--- config.mk ---
export PLATFORM = sky130hd
export DESIGN_NAME = positional_list_engine
export DESIGN_NICKNAME = d
export VERILOG_FILES = /design/src/hw/rtl/ple_pkg.sv /design/src/hw/rtl/positional_list_engine.sv /design/src/hw/rtl/ple_mem.sv /design/src/hw/rtl/ple_ctrl.sv
export VERILOG_INCLUDE_DIRS = /design/src /design/src/hw/rtl
export SDC_FILE = /design/constraint.sdc
export NUM_CORES = 2
export LEC_CHECK = 0
export BUFFER_PORTS_ARGS = -buffer_cell sky130_fd_sc_hd__buf_2
export CORE_MARGIN = 3
export CORE_UTILIZATION = 60
export CTS_CLUSTER_SIZE = 25
export DETAILED_ROUTE_END_ITERATION = 16
export PLACE_DENSITY = 0.84
export SETUP_SLACK_MARGIN = 0.02
export SLEW_MARGIN = 25
export SYNTH_ARGS = -nofsm -noshare
export SYNTH_HDL_FRONTEND = slang
export SYNTH_SLANG_ARGS = --single-unit
--- constraint.sdc ---
create_clock -name aclk -period 4.9 [get_ports aclk]
set_input_delay 0.49 -clock aclk [delete_from_list [all_inputs] [get_ports aclk]]
set_output_delay 0.49 -clock aclk [all_outputs]
set_load 0.01 [all_outputs]
--- src/hw/rtl/assert_macros.svh ---
// ---------------------------------------------------------------------------
// Assertion macros
// Shared concurrent assertion forms, clocked on aclk and off during reset.
// ---------------------------------------------------------------------------
`ifndef ASSERT_MACROS_SVH
`define ASSERT_MACROS_SVH

// expr holds at every clock edge out of reset
`define ASSERT_ALWAYS(label, expr, msg) \
    label: assert property (@(posedge aclk) disable iff (!aresetn) (expr)) \
        else $error(msg);

// ante implies cons in the same cycle
`define ASSERT_IMPL(label, ante, cons, msg) \
    label: assert property (@(posedge aclk) disable iff (!aresetn) (ante) |-> (cons)) \
        else $error(msg);

`endif

--- src/hw/rtl/ple_pkg.sv ---
// ---------------------------------------------------------------------------
// ple_pkg
// Widths, request and status codes and the result record of the list engine.
// ---------------------------------------------------------------------------
package ple_pkg;

    localparam int DEPTH_DEF = 32;
    localparam int OP_W      = 3;
    localparam int ELEM_W    = 32;
    localparam int POS_W     = 6;
    localparam int STAT_W    = 2;
    localparam int OCNT_W    = 6;

    localparam logic [OP_W-1:0] OP_INS_FRONT = 3'd0;
    localparam logic [OP_W-1:0] OP_INS_BACK  = 3'd1;
    localparam logic [OP_W-1:0] OP_INS_POS   = 3'd2;
    localparam logic [OP_W-1:0] OP_DEL_FRONT = 3'd3;
    localparam logic [OP_W-1:0] OP_DEL_BACK  = 3'd4;
    localparam logic [OP_W-1:0] OP_DEL_POS   = 3'd5;
    localparam logic [OP_W-1:0] OP_TRAVERSE  = 3'd6;

    localparam logic [STAT_W-1:0] ST_OK     = 2'd0;
    localparam logic [STAT_W-1:0] ST_BADPOS = 2'd1;
    localparam logic [STAT_W-1:0] ST_EMPTY  = 2'd2;
    localparam logic [STAT_W-1:0] ST_FULL   = 2'd3;

    typedef struct packed {
        logic                     valid;
        logic [STAT_W-1:0]        status;
        logic signed [ELEM_W-1:0] value;
        logic [OCNT_W-1:0]        count;
        logic                     last;
    } res_t;

endpackage

--- src/hw/rtl/positional_list_engine.sv ---
// ---------------------------------------------------------------------------
// positional_list_engine
// Ordered list of signed 32-bit values with positional insert and delete.
// ---------------------------------------------------------------------------
// Requests come in on the s_ channel, results leave on the m_ channel; both
// move a request or result when tvalid and tready are high at a clock edge.
// One request is handled at a time; s_tready is low until its last result
// has been loaded into the output register.
// Edit requests give one result. An insert steps through a check, a
// registered read and a write per element moved by the shift, the final
// write and the reply; a delete through the check, a read and a write per
// moved element and the reply; a rejected edit goes from the check straight
// to the reply. A traverse reads each element from the store and then
// outputs it, tlast on the final element; an empty list gives one result
// with status empty.
// The output register lets the sequencer run on while a result waits; a
// stall on m_tready holds the next result in the sequencer until taken.
// Reset empties the list; store contents are never read before written.
// ---------------------------------------------------------------------------
`include "assert_macros.svh"

module positional_list_engine #(
    parameter int DEPTH = ple_pkg::DEPTH_DEF
) (
    input  logic        aclk,
    input  logic        aresetn,
    input  logic        s_tvalid,
    output logic        s_tready,
    input  logic [47:0] s_tdata,   // opcode[2:0], item_value[34:3], position[40:35]
    output logic        m_tvalid,
    input  logic        m_tready,
    output logic [39:0] m_tdata,   // status[1:0], element_value[33:2], element_count[39:34]
    output logic        m_tlast    // last_result
);
    import ple_pkg::*;

    localparam int AW = (DEPTH > 1) ? $clog2(DEPTH) : 1;
    localparam int CW = $clog2(DEPTH + 1);

    res_t                     res;
    logic                     slot_free;
    logic                     mem_wr_en, mem_rd_en;
    logic [AW-1:0]            mem_wr_addr, mem_rd_addr;
    logic signed [ELEM_W-1:0] mem_wr_data, mem_rd_data;

    logic                     m_valid_reg;
    logic [STAT_W-1:0]        m_status_reg;
    logic signed [ELEM_W-1:0] m_value_reg;
    logic [OCNT_W-1:0]        m_count_reg;
    logic                     m_last_reg;

    assign slot_free = !m_valid_reg || m_tready;

    ple_ctrl #(
        .DEPTH (DEPTH),
        .AW    (AW),
        .CW    (CW)
    ) u_ctrl (
        .aclk        (aclk),
        .aresetn     (aresetn),
        .in_valid    (s_tvalid),
        .in_ready    (s_tready),
        .in_opcode   (s_tdata[2:0]),
        .in_value    (s_tdata[34:3]),
        .in_pos      (s_tdata[40:35]),
        .slot_free   (slot_free),
        .res         (res),
        .mem_wr_en   (mem_wr_en),
        .mem_wr_addr (mem_wr_addr),
        .mem_wr_data (mem_wr_data),
        .mem_rd_en   (mem_rd_en),
        .mem_rd_addr (mem_rd_addr),
        .mem_rd_data (mem_rd_data)
    );

    ple_mem #(
        .DEPTH (DEPTH),
        .AW    (AW)
    ) u_mem (
        .aclk    (aclk),
        .wr_en   (mem_wr_en),
        .wr_addr (mem_wr_addr),
        .wr_data (mem_wr_data),
        .rd_en   (mem_rd_en),
        .rd_addr (mem_rd_addr),
        .rd_data (mem_rd_data)
    );

    // output register: load a new result, drop the flag once taken
    always_ff @(posedge aclk) begin
        if (!aresetn) begin
            m_valid_reg <= 1'b0;
        end else if (res.valid) begin
            m_valid_reg <= 1'b1;
        end else if (m_tready) begin
            m_valid_reg <= 1'b0;
        end
        if (res.valid) begin
            m_status_reg <= res.status;
            m_value_reg  <= res.value;
            m_count_reg  <= res.count;
            m_last_reg   <= res.last;
        end
    end

    assign m_tvalid = m_valid_reg;
    assign m_tdata  = {m_count_reg, m_value_reg, m_status_reg};
    assign m_tlast  = m_last_reg;

    `ASSERT_IMPL(res_no_overrun, res.valid, !m_valid_reg || m_tready, "result overwrites a pending one")

endmodule

--- src/hw/rtl/ple_mem.sv ---
// ---------------------------------------------------------------------------
// ple_mem
// Element store: one write port, one read port with registered read data.
// ---------------------------------------------------------------------------
module ple_mem #(
    parameter int DEPTH = ple_pkg::DEPTH_DEF,
    parameter int AW    = $clog2(DEPTH)
) (
    input  logic                              aclk,
    input  logic                              wr_en,
    input  logic [AW-1:0]                     wr_addr,
    input  logic signed [ple_pkg::ELEM_W-1:0] wr_data,
    input  logic                              rd_en,
    input  logic [AW-1:0]                     rd_addr,
    output logic signed [ple_pkg::ELEM_W-1:0] rd_data
);
    import ple_pkg::*;

    logic signed [ELEM_W-1:0] mem [DEPTH];
    logic signed [ELEM_W-1:0] rd_data_reg;

    always_ff @(posedge aclk) begin
        if (wr_en) begin
            mem[wr_addr] <= wr_data;
        end
        if (rd_en) begin
            rd_data_reg <= mem[rd_addr];
        end
    end

    assign rd_data = rd_data_reg;

endmodule

--- src/hw/rtl/ple_ctrl.sv ---
// ---------------------------------------------------------------------------
// ple_ctrl
// Request sequencer: range checks, element shifting one slot at a time
// through a shared slot counter, and traversal.
// ---------------------------------------------------------------------------
`include "assert_macros.svh"

module ple_ctrl #(
    parameter int DEPTH = ple_pkg::DEPTH_DEF,
    parameter int AW    = $clog2(DEPTH),
    parameter int CW    = $clog2(DEPTH + 1)
) (
    input  logic                              aclk,
    input  logic                              aresetn,
    input  logic                              in_valid,
    output logic                              in_ready,
    input  logic [ple_pkg::OP_W-1:0]          in_opcode,
    input  logic signed [ple_pkg::ELEM_W-1:0] in_value,
    input  logic [ple_pkg::POS_W-1:0]         in_pos,
    input  logic                              slot_free,
    output ple_pkg::res_t                     res,
    output logic                              mem_wr_en,
    output logic [AW-1:0]                     mem_wr_addr,
    output logic signed [ple_pkg::ELEM_W-1:0] mem_wr_data,
    output logic                              mem_rd_en,
    output logic [AW-1:0]                     mem_rd_addr,
    input  logic signed [ple_pkg::ELEM_W-1:0] mem_rd_data
);
    import ple_pkg::*;

    localparam int CMPW = ((CW > POS_W) ? CW : POS_W) + 1;

    typedef enum logic [3:0] {
        S_IDLE, S_CHECK, S_UP_RD, S_UP_WR, S_WRITE,
        S_DN_RD, S_DN_WR, S_TRV_RD, S_TRV_OUT, S_REPLY
    } state_t;

    state_t                   state_reg, state_next;
    logic [OP_W-1:0]          op_reg, op_next;
    logic signed [ELEM_W-1:0] val_reg, val_next;
    logic [POS_W-1:0]         pos_reg, pos_next;
    logic [CW-1:0]            count_reg, count_next;
    logic [CW-1:0]            idx_reg, idx_next;
    logic [CW-1:0]            k_reg, k_next;
    logic [STAT_W-1:0]        status_reg, status_next;

    logic [CMPW-1:0] pos_ext, cnt_ext;
    logic [CW-1:0]   ins_idx, del_idx, k_dec, k_inc, rd_k;
    logic            trv_last;

    assign pos_ext  = CMPW'(pos_reg);
    assign cnt_ext  = CMPW'(count_reg);
    assign k_dec    = k_reg - CW'(1);
    assign k_inc    = k_reg + CW'(1);
    assign trv_last = (CMPW'(k_reg) + CMPW'(1)) == cnt_ext;

    always_comb begin
        case (op_reg)
            OP_INS_FRONT: ins_idx = '0;
            OP_INS_BACK:  ins_idx = count_reg;
            default:      ins_idx = CW'(pos_ext - CMPW'(1));
        endcase
        case (op_reg)
            OP_DEL_FRONT: del_idx = '0;
            OP_DEL_BACK:  del_idx = count_reg - CW'(1);
            default:      del_idx = CW'(pos_ext - CMPW'(1));
        endcase
    end

    // shared slot counter drives the read address
    always_comb begin
        case (state_reg)
            S_UP_RD: rd_k = k_dec;
            S_DN_RD: rd_k = k_inc;
            default: rd_k = k_reg;
        endcase
    end

    assign in_ready    = (state_reg == S_IDLE);
    assign mem_rd_en   = (state_reg == S_UP_RD) || (state_reg == S_DN_RD) ||
                         (state_reg == S_TRV_RD);
    assign mem_rd_addr = rd_k[AW-1:0];
    assign mem_wr_en   = (state_reg == S_UP_WR) || (state_reg == S_DN_WR) ||
                         (state_reg == S_WRITE);
    assign mem_wr_addr = (state_reg == S_WRITE) ? idx_reg[AW-1:0] : k_reg[AW-1:0];
    assign mem_wr_data = (state_reg == S_WRITE) ? val_reg : mem_rd_data;

    always_comb begin
        res.valid  = ((state_reg == S_REPLY) || (state_reg == S_TRV_OUT)) && slot_free;
        res.status = (state_reg == S_TRV_OUT) ? ST_OK : status_reg;
        res.value  = (state_reg == S_TRV_OUT) ? mem_rd_data : '0;
        res.count  = OCNT_W'(count_reg);
        res.last   = (state_reg == S_REPLY) || trv_last;
    end

    always_comb begin
        state_next  = state_reg;
        op_next     = op_reg;
        val_next    = val_reg;
        pos_next    = pos_reg;
        count_next  = count_reg;
        idx_next    = idx_reg;
        k_next      = k_reg;
        status_next = status_reg;
        unique case (state_reg)
            S_IDLE: begin
                if (in_valid) begin
                    op_next     = in_opcode;
                    val_next    = in_value;
                    pos_next    = in_pos;
                    status_next = ST_OK;
                    state_next  = S_CHECK;
                end
            end
            S_CHECK: begin
                state_next = S_REPLY;
                case (op_reg)
                    OP_INS_FRONT, OP_INS_BACK, OP_INS_POS: begin
                        if ((op_reg == OP_INS_POS) &&
                            ((pos_ext == '0) || (pos_ext > cnt_ext + CMPW'(1)))) begin
                            status_next = ST_BADPOS;
                        end else if (count_reg >= CW'(DEPTH)) begin
                            status_next = ST_FULL;
                        end else begin
                            idx_next   = ins_idx;
                            k_next     = count_reg;
                            state_next = (count_reg > ins_idx) ? S_UP_RD : S_WRITE;
                        end
                    end
                    OP_DEL_FRONT, OP_DEL_BACK: begin
                        if (count_reg == '0) begin
                            status_next = ST_EMPTY;
                        end else if (del_idx < count_reg - CW'(1)) begin
                            k_next     = del_idx;
                            state_next = S_DN_RD;
                        end else begin
                            count_next = count_reg - CW'(1);
                        end
                    end
                    OP_DEL_POS: begin
                        if ((pos_ext == '0) || (pos_ext > cnt_ext)) begin
                            status_next = ST_BADPOS;
                        end else if (del_idx < count_reg - CW'(1)) begin
                            k_next     = del_idx;
                            state_next = S_DN_RD;
                        end else begin
                            count_next = count_reg - CW'(1);
                        end
                    end
                    OP_TRAVERSE: begin
                        if (count_reg == '0) begin
                            status_next = ST_EMPTY;
                        end else begin
                            k_next     = '0;
                            state_next = S_TRV_RD;
                        end
                    end
                    default: begin
                        status_next = ST_OK;
                    end
                endcase
            end
            S_UP_RD: state_next = S_UP_WR;
            S_UP_WR: begin
                // slot k now holds slot k-1; step down toward the gap
                k_next     = k_dec;
                state_next = (k_dec > idx_reg) ? S_UP_RD : S_WRITE;
            end
            S_WRITE: begin
                count_next = count_reg + CW'(1);
                state_next = S_REPLY;
            end
            S_DN_RD: state_next = S_DN_WR;
            S_DN_WR: begin
                k_next = k_inc;
                if ((CMPW'(k_inc) + CMPW'(1)) < cnt_ext) begin
                    state_next = S_DN_RD;
                end else begin
                    count_next = count_reg - CW'(1);
                    state_next = S_REPLY;
                end
            end
            S_TRV_RD: state_next = S_TRV_OUT;
            S_TRV_OUT: begin
                if (slot_free) begin
                    if (trv_last) begin
                        state_next = S_IDLE;
                    end else begin
                        k_next     = k_inc;
                        state_next = S_TRV_RD;
                    end
                end
            end
            S_REPLY: begin
                if (slot_free) begin
                    state_next = S_IDLE;
                end
            end
            default: state_next = S_IDLE;
        endcase
    end

    always_ff @(posedge aclk) begin
        if (!aresetn) begin
            state_reg  <= S_IDLE;
            count_reg  <= '0;
            status_reg <= ST_OK;
        end else begin
            state_reg  <= state_next;
            count_reg  <= count_next;
            status_reg <= status_next;
        end
        op_reg  <= op_next;
        val_reg <= val_next;
        pos_reg <= pos_next;
        idx_reg <= idx_next;
        k_reg   <= k_next;
    end

    `ASSERT_ALWAYS(count_in_range, count_reg <= CW'(DEPTH), "element count above depth")
    `ASSERT_IMPL(count_moves_on_edit, count_reg != $past(count_reg), ($past(state_reg) == S_WRITE) || ($past(state_reg) == S_DN_WR) || ($past(state_reg) == S_CHECK), "count changed outside an edit")
    `ASSERT_IMPL(traverse_not_empty, state_reg == S_TRV_OUT, count_reg != '0, "traverse output with empty list")

endmodule
### Yosys cells after proc, flatten, opt, wreduce, memory -nomap -nowiden

Memory sizes are Yosys's and may differ from the RTL's. A register that Yosys moved wholly into a read port is not among the register bits.
Cells that the tools add are included.
W data, S select, Z words.

| operators by class | value |
|---|---|
| add/subtract/negate cells | 8 |
| magnitude comparators | 7 |
| equality and inequality tests | 31 |
| muxes and demuxes | 47 |
| bitwise operators | 2 |
| reduce and logical (&&, ||, !) cells | 29 |

Operators by type and width:

| operator | count |
|---|---|
| $mux W6 | 12 |
| $pmux W6 S4 | 2 |
| $mux W4 | 10 |
| $pmux W4 S10 | 1 |
| $pmux W6 S2 | 3 |
| $mux W32 | 1 |
| $add A6 B1 Y7 const B | 3 |
| $gt A6 B6 Y1 | 3 |
| $ne A3 B3 Y1 const B | 6 |
| $pmux W6 S3 | 1 |
| $sub A6 B1 Y6 const B | 3 |
| $eq A4 B3 Y1 const B | 4 |
| $pmux W4 S4 | 1 |
| $add A6 B1 Y6 const B | 2 |
| $mux W2 | 5 |
| $pmux W5 S2 | 1 |
| $reduce_and A5 Y1 | 2 |
| $eq A3 B3 Y1 const B | 3 |
| $logic_or A1 B1 Y1 | 9 |
| $mux W3 | 3 |
| $reduce_and A9 Y1 | 1 |
| $eq A4 B2 Y1 const B | 2 |
| $eq A4 B4 Y1 const B | 2 |
| $eq A7 B6 Y1 | 1 |
| 31 further kinds | 43 |

| word-level totals | value |
|---|---|
| register bits | 107 |
| memory bits (writable) | 1024 |
| input bits | 52 |
| output and inout port bits | 43 |
| word-level logic and storage cells | 138 |
| memories kept | 1 |

Memory list:

| name | depth | width | rd ports | clocked after memory_dff | write ports | line | RTL |
|---|---|---|---|---|---|---|---|
| u_mem.mem | 32 | 32 | 1 | 1 | 1 | ple_mem.sv:19 | `logic signed [ELEM_W-1:0] mem [DEPTH];` |

### Logic depth before layout (Yosys ltp)

| logic depth | value |
|---|---|
| depth in word-level cells | 8 |
| depth in mapped cells | 15 |
| gate-level depth less buffers | 15 |

### Cells and area by module

Synthesis repeated with hierarchy kept, for this count alone.

| unflattened totals | value |
|---|---|
| cell total of the unflattened synthesis | 2955 |
| area, all modules | 47436.7 um^2 |

Modules (own cells, without submodules):

| module | times used | cells an instance | area each (um^2) |
|---|---|---|---|
| ple_mem | 1 | 2260 | 40812.9 |
| ple_ctrl | 1 | 650 | 5343.9 |
| positional_list_engine | 1 | 45 | 1280.0 |

### Least setup slack after synthesis

Ideal clock, no wire load.

| timing | value |
|---|---|
| path type | reg-to-reg |
| from | register u_ctrl.pos_reg[0] |
| to | register u_ctrl.k_reg[0], enable pin |
| data arrival time | 3.252 ns |
| required time | 4.521 ns |
| slack | 1.268 ns |
| cell stages (with the launch flop) | 16 |
| path buffers | 0 |
| clock period less this slack | 3.632 ns |
| cells stage by stage | edfxtp_1 -> inv_1 -> ha_1 -> or3b_2 -> xor2_1 -> nor2_1 -> nor2_1 -> a221oi_1 -> ha_1 -> nand4_1 -> or2_2 -> o211ai_1 -> o21a_1 -> o21ai_0 -> o21ai_0 -> a211oi_1 |

| on the way | value |
|---|---|
| word-level cells in the longest chain between the ends | 5 |

Ends and longest elaborated chain:

| what | line | RTL |
|---|---|---|
| start: declaration | ple_ctrl.sv:41 | `logic [POS_W-1:0] pos_reg, pos_next;` |
| start signal: assignment | ple_ctrl.sv:215 | `pos_reg <= pos_next;` |
| $gt A6 B7 Y1 / $logic_not A7 Y1 (equally long branches) | ple_ctrl.sv:120, ple_ctrl.sv:141 |  |
| $logic_or A1 B1 Y1 | ple_ctrl.sv:120 | `((pos_ext == '0) \|\| (pos_ext > cnt_ext + CMPW'(1)))) begin` |
| $logic_and A1 B1 Y1 | ple_ctrl.sv:119 | `if ((op_reg == OP_INS_POS) &&` |
| $ne A3 B3 Y1 (no source line) | -- |  |
| $reduce_and A9 Y1 (no source line) (*) | -- |  |
| end signal: assignment | ple_ctrl.sv:217 | `k_reg <= k_next;` |
| end: declaration | ple_ctrl.sv:44 | `logic [CW-1:0] k_reg, k_next;` |

Mark *: on every way between the ends. The rest lies on a longest branch, timed or not.
A chain may end at the register's enable or synchronous reset.

### Final worst setup path

| timing | value |
|---|---|
| from | register u_ctrl.state_reg[0] |
| to | memory u_mem.mem[29][1], enable pin |

| on the way | value |
|---|---|
| word-level cells in the longest chain between the ends | 5 |

Ends and longest elaborated chain:

| what | line | RTL |
|---|---|---|
| start: declaration | ple_ctrl.sv:38 | `state_t state_reg, state_next;` |
| start signal: assignment | ple_ctrl.sv:209 | `state_reg <= state_next;` |
| $eq A4 B2 Y1 / $eq A4 B3 Y1 (equally long branches) | ple_ctrl.sv:83 | `assign mem_wr_en = (state_reg == S_UP_WR) \|\| (state_reg == S_DN_WR) \|\|` |
| $logic_or A1 B1 Y1 (2 in series) | ple_ctrl.sv:83 |  |
| $mux W1 | ple_mem.sv:23 | `if (wr_en) begin` |
| $mux W1 (not written as such) | ple_mem.sv:24 | `mem[wr_addr] <= wr_data;` |
| end: declaration | ple_mem.sv:19 |  |

Several ways; a longest one is shown, not always the timed one.

==> flow_summary.yaml <==
outcome:
  status: "completed"
timing:
  relSlewSlack_pct: 30.21
  finalCriticalPeriod_ns: 4.323
  max_clock_freq_mhz: 231.3
  fin_tns_setup_ns: 0
  rsz0062_at_grt: "false"
  hold_violations: 0
  post-route-period-util_pct: 88.22
  finClkSkew_ns: 0.02705
  worst_pin_slew_ns: 1.034
  finalSetupViolCount: 0
  slew_viol_final: 0
cts:
  cts_buffer_depth: 3
  numCtsBuffers: 109
  htreeDepth: 3
  clockRootBuffer: "clkbuf_16"
  cts.sinks: 1163
  clkLatencyLatePin_ns: 0.69
  cts_hold_buffers: 41
  post_cts_buffers: 0
  cts_tree: "done"
  clkTransAtPathRegs_ns: 0.06
  post_cts_resized: 0
finish:
  nets: 3658
  largest_register: "u_mem.mem"
  fin_cells: 4692
  drive_gt1_share_pct: 11.86
  largest_reg_flops: 1024
  syn2layout_area_growth_pct: 12.92
  post-route-util_pct: 68.68
  n_fill_cell: 4653
floorplanning:
  coreArea_sq_um: 77720
  row_count: 102
  num_io_pins: 95
  die_w_microns: 286.7
  initial_utilization_pct: 60.82
  die_h_microns: 286.7
  die_area_sq_um: 82190
route:
  first_iter_violations: 5265
  viasPerCell: 6.847
  vias: 32130
  wl_microns: 128400
  ant_nets: 0
  firstDrtPassIters: 6
  post_drt_wl_per_cell_microns: 27.37
  drc: 0
placement:
  place_hpwl_microns: 68490
  placedCellCount: 4449
  port_buffers: 87
  gp_congestion: 0.8957
grt:
  gr-total-overflow: 0
  grt_max_degree: 153
  grtUsageTotal_pct: 30.73
  grt_antenna_before_repair: 3
  grt_pass1_wl_microns: 188200
  grt_pass1_vias: 30700
setup_path:
  worstPathRequired_ns: 5.26
  crit-reg2reg-launch: "u_ctrl.state_reg[0]$_SDFFE_PN0P_"
  cpMostUsedCell: "nor2_1"
  rrSetupSlack_ns: 0.58
  worstSetupPathType: "reg2reg"
  worstSetupEndpoint: "u_mem.mem[29][1]$_DFFE_PP_"
  critPathBufInv: 1
  worst_r2r_endpoint: "u_mem.mem[29][1]$_DFFE_PP_"
  critPathSlowestCell: "nor2_4"
  cp-startpoint: "u_ctrl.state_reg[0]$_SDFFE_PN0P_"
  critical-path-top-delay-family: "simple AND/OR/NAND/NOR gates"
  path_max_fanout: 23
  cp_num_cells: 7
  cp-end-kind: "flip-flop"
  ff2ff_path_depth: 7
  critical_path.startpoint_type: "flip-flop"
  slowest_delay_ns: 0.91
  crit_arrival_ns: 4.68
  crit_chain: "nor2_1 -> and2_2 -> nor2_1 -> a21oi_1 -> nand2_1 -> nor2_4 -> buf_4"
logic_synthesis:
  seq_area_frac_synth_pct: 73.60
  synthSimpleGateAreaFrac_pct: 10.38
  synthTopCellsByArea: "edfxtp_1 (73%), nand2_1 (7.4%), a32oi_1 (4.8%)"
  async_flop_share_pct: 0
  synthMuxAreaShare_pct: 0.1853
  syn_nets: 3565
  syn-instance-count: 3468
  synth-compound-area-share_pct: 11.38
  synthDominantCellAreaShare_pct: 73.05
  yosysTopAreaCell: "edfxtp_1"
  ys_seq_elements: 1163
  ys_warn_count: 0
  yosys.area_share.xor_xnor_pct: 0.7040
  synth_fa_ha_area_share_pct: 1.191
  synthFlopType: "edfxtp_1"
  synthTopCellsByCount: "edfxtp_1 (1,150), nand2_1 (927), a21oi_1 (288)"
  synth_edf_count: 1150
  yosys.cell_count.top_type: "edfxtp_1"
  synth_top_family_by_area: "compound AO/OA/AOI/OAI gates"
  syn_area_per_cell_sq_um: 13.63
  synth_cell_types: 74
  netlist_area_sq_um: 47270
power:
  vdd_drop_max_mv: 0.5884
  leakage_nw: 17.82
  p_per_area_nw_per_um2: 654.3
worst_hold_path:
  hold_class: "in2reg"
run:
  maxCapViolations: 0
==> cell usage in the layout (no fill, tap or decap), types with 6 or more instances in the layout <==
master,Yosys,final
dlygate4sd3_1,0,41
nor4_1,14,14
clkbuf_1,82,19
ha_1,45,45
nor2_4,1,36
nor4_2,20,20
o22ai_1,130,130
a32oi_1,259,259
dfxtp_1,13,12
clkinv_1,3,29
buf_12,0,41
inv_1,30,30
nand4_1,6,6
nor2b_1,10,10
and3_1,35,34
nor2_1,85,50
xor2_1,10,10
nand2_1,927,915
buf_4,5,49
buf_2,145,87
clkbuf_16,0,111
or2_2,6,6
edfxtp_1,1150,1150
xnor2_1,23,23
nand2_2,1,11
o21ai_0,24,24
nand2b_1,8,8
a21oi_1,288,288
nand3_1,18,18
clkinv_2,0,20
mux2_2,6,6
nor3_1,10,10
o211ai_1,7,7
bufinv_16,0,11
o31ai_1,9,9
==> metrics by stage <==
stage	cell area (sq um)	power [mW]	worst slack (ns)	hold WS, ns
after global placement	49390	25.39	0.9521	0.4459
after floorplan	47270	22.23	1.268	0.4302
after global routing	53380	36.26	0.5155	0.2270
after CTS	53360	34.51	0.7383	0.1953
final	53380	34.93	0.5773	0.2342
after detailed placement	49400	25.96	0.7859	0.4548
==> metal layers <==
layer / part of all wire (%) / vias to the layer above / global-route usage, %
met5: 0.010 / - / 0
met4: 5.9 / 2 / 16.25
li1: - / 13380 / -
met3: 14 / 543 / 6.831
met2: 46 / 2810 / 48.18
met1: 33 / 15390 / 40.63
==> kinds of logic after synthesis <==
group,count (synthesis)
simple gates,1164
flops,1163
compound gates,784
buf+inv,269
fa+ha+maj,45
xor+xnor,35
mux,8
==> final cells by class <==
type | instances | area (sq um) | area share (%)
Sequential cell | 1163 | 34790 | 65.18
Multi-Input combinational cell | 2036 | 11580 | 21.69
Clock buffer | 130 | 2849 | 5.337
Timing Repair Buffer | 218 | 2034 | 3.811
Tap cell | 1040 | 1301 | 2.438
Clock inverter | 71 | 698.2 | 1.308
Inverter | 33 | 123.9 | 0.2321
Antenna cell | 1 | 2.502 | 0.004688
==> worst reg2reg max path, stage by stage, from the launching register on <==
cell and delay [ns]:
dfxtp_1 0.58, nor2_1 0.54, and2_2 0.69, nor2_1 0.13, a21oi_1 0.21, nand2_1 0.49
nor2_4 0.91, buf_4 0.45
==> report_power, final <==
group / internal, mW / switching, mW
sequential: 12.6 / 0.448
combinational: 4.15 / 9.31
clock: 4.74 / 3.66
total: 21.5 / 13.4
==> how the worst min path moves through the flow <==
stage,depth (start not counted),slack [ns],start,endpoint
after detailed placement,2,0.45,u_ctrl.status_reg[1]$_SDFFE_PN0P_,u_ctrl.status_reg[1]$_SDFFE_PN0P_
after global routing,3,0.23,s_tvalid,u_ctrl.status_reg[0]$_SDFFE_PN0P_
after CTS,2,0.20,aresetn,m_tvalid$_SDFFE_PN0P_
after floorplan,2,0.43,u_ctrl.status_reg[1]$_SDFFE_PN0P_,u_ctrl.status_reg[1]$_SDFFE_PN0P_
after global placement,2,0.45,u_ctrl.status_reg[1]$_SDFFE_PN0P_,u_ctrl.status_reg[1]$_SDFFE_PN0P_
final,2,0.23,aresetn,m_tvalid$_SDFFE_PN0P_
(Power assumes the default switching activity.)
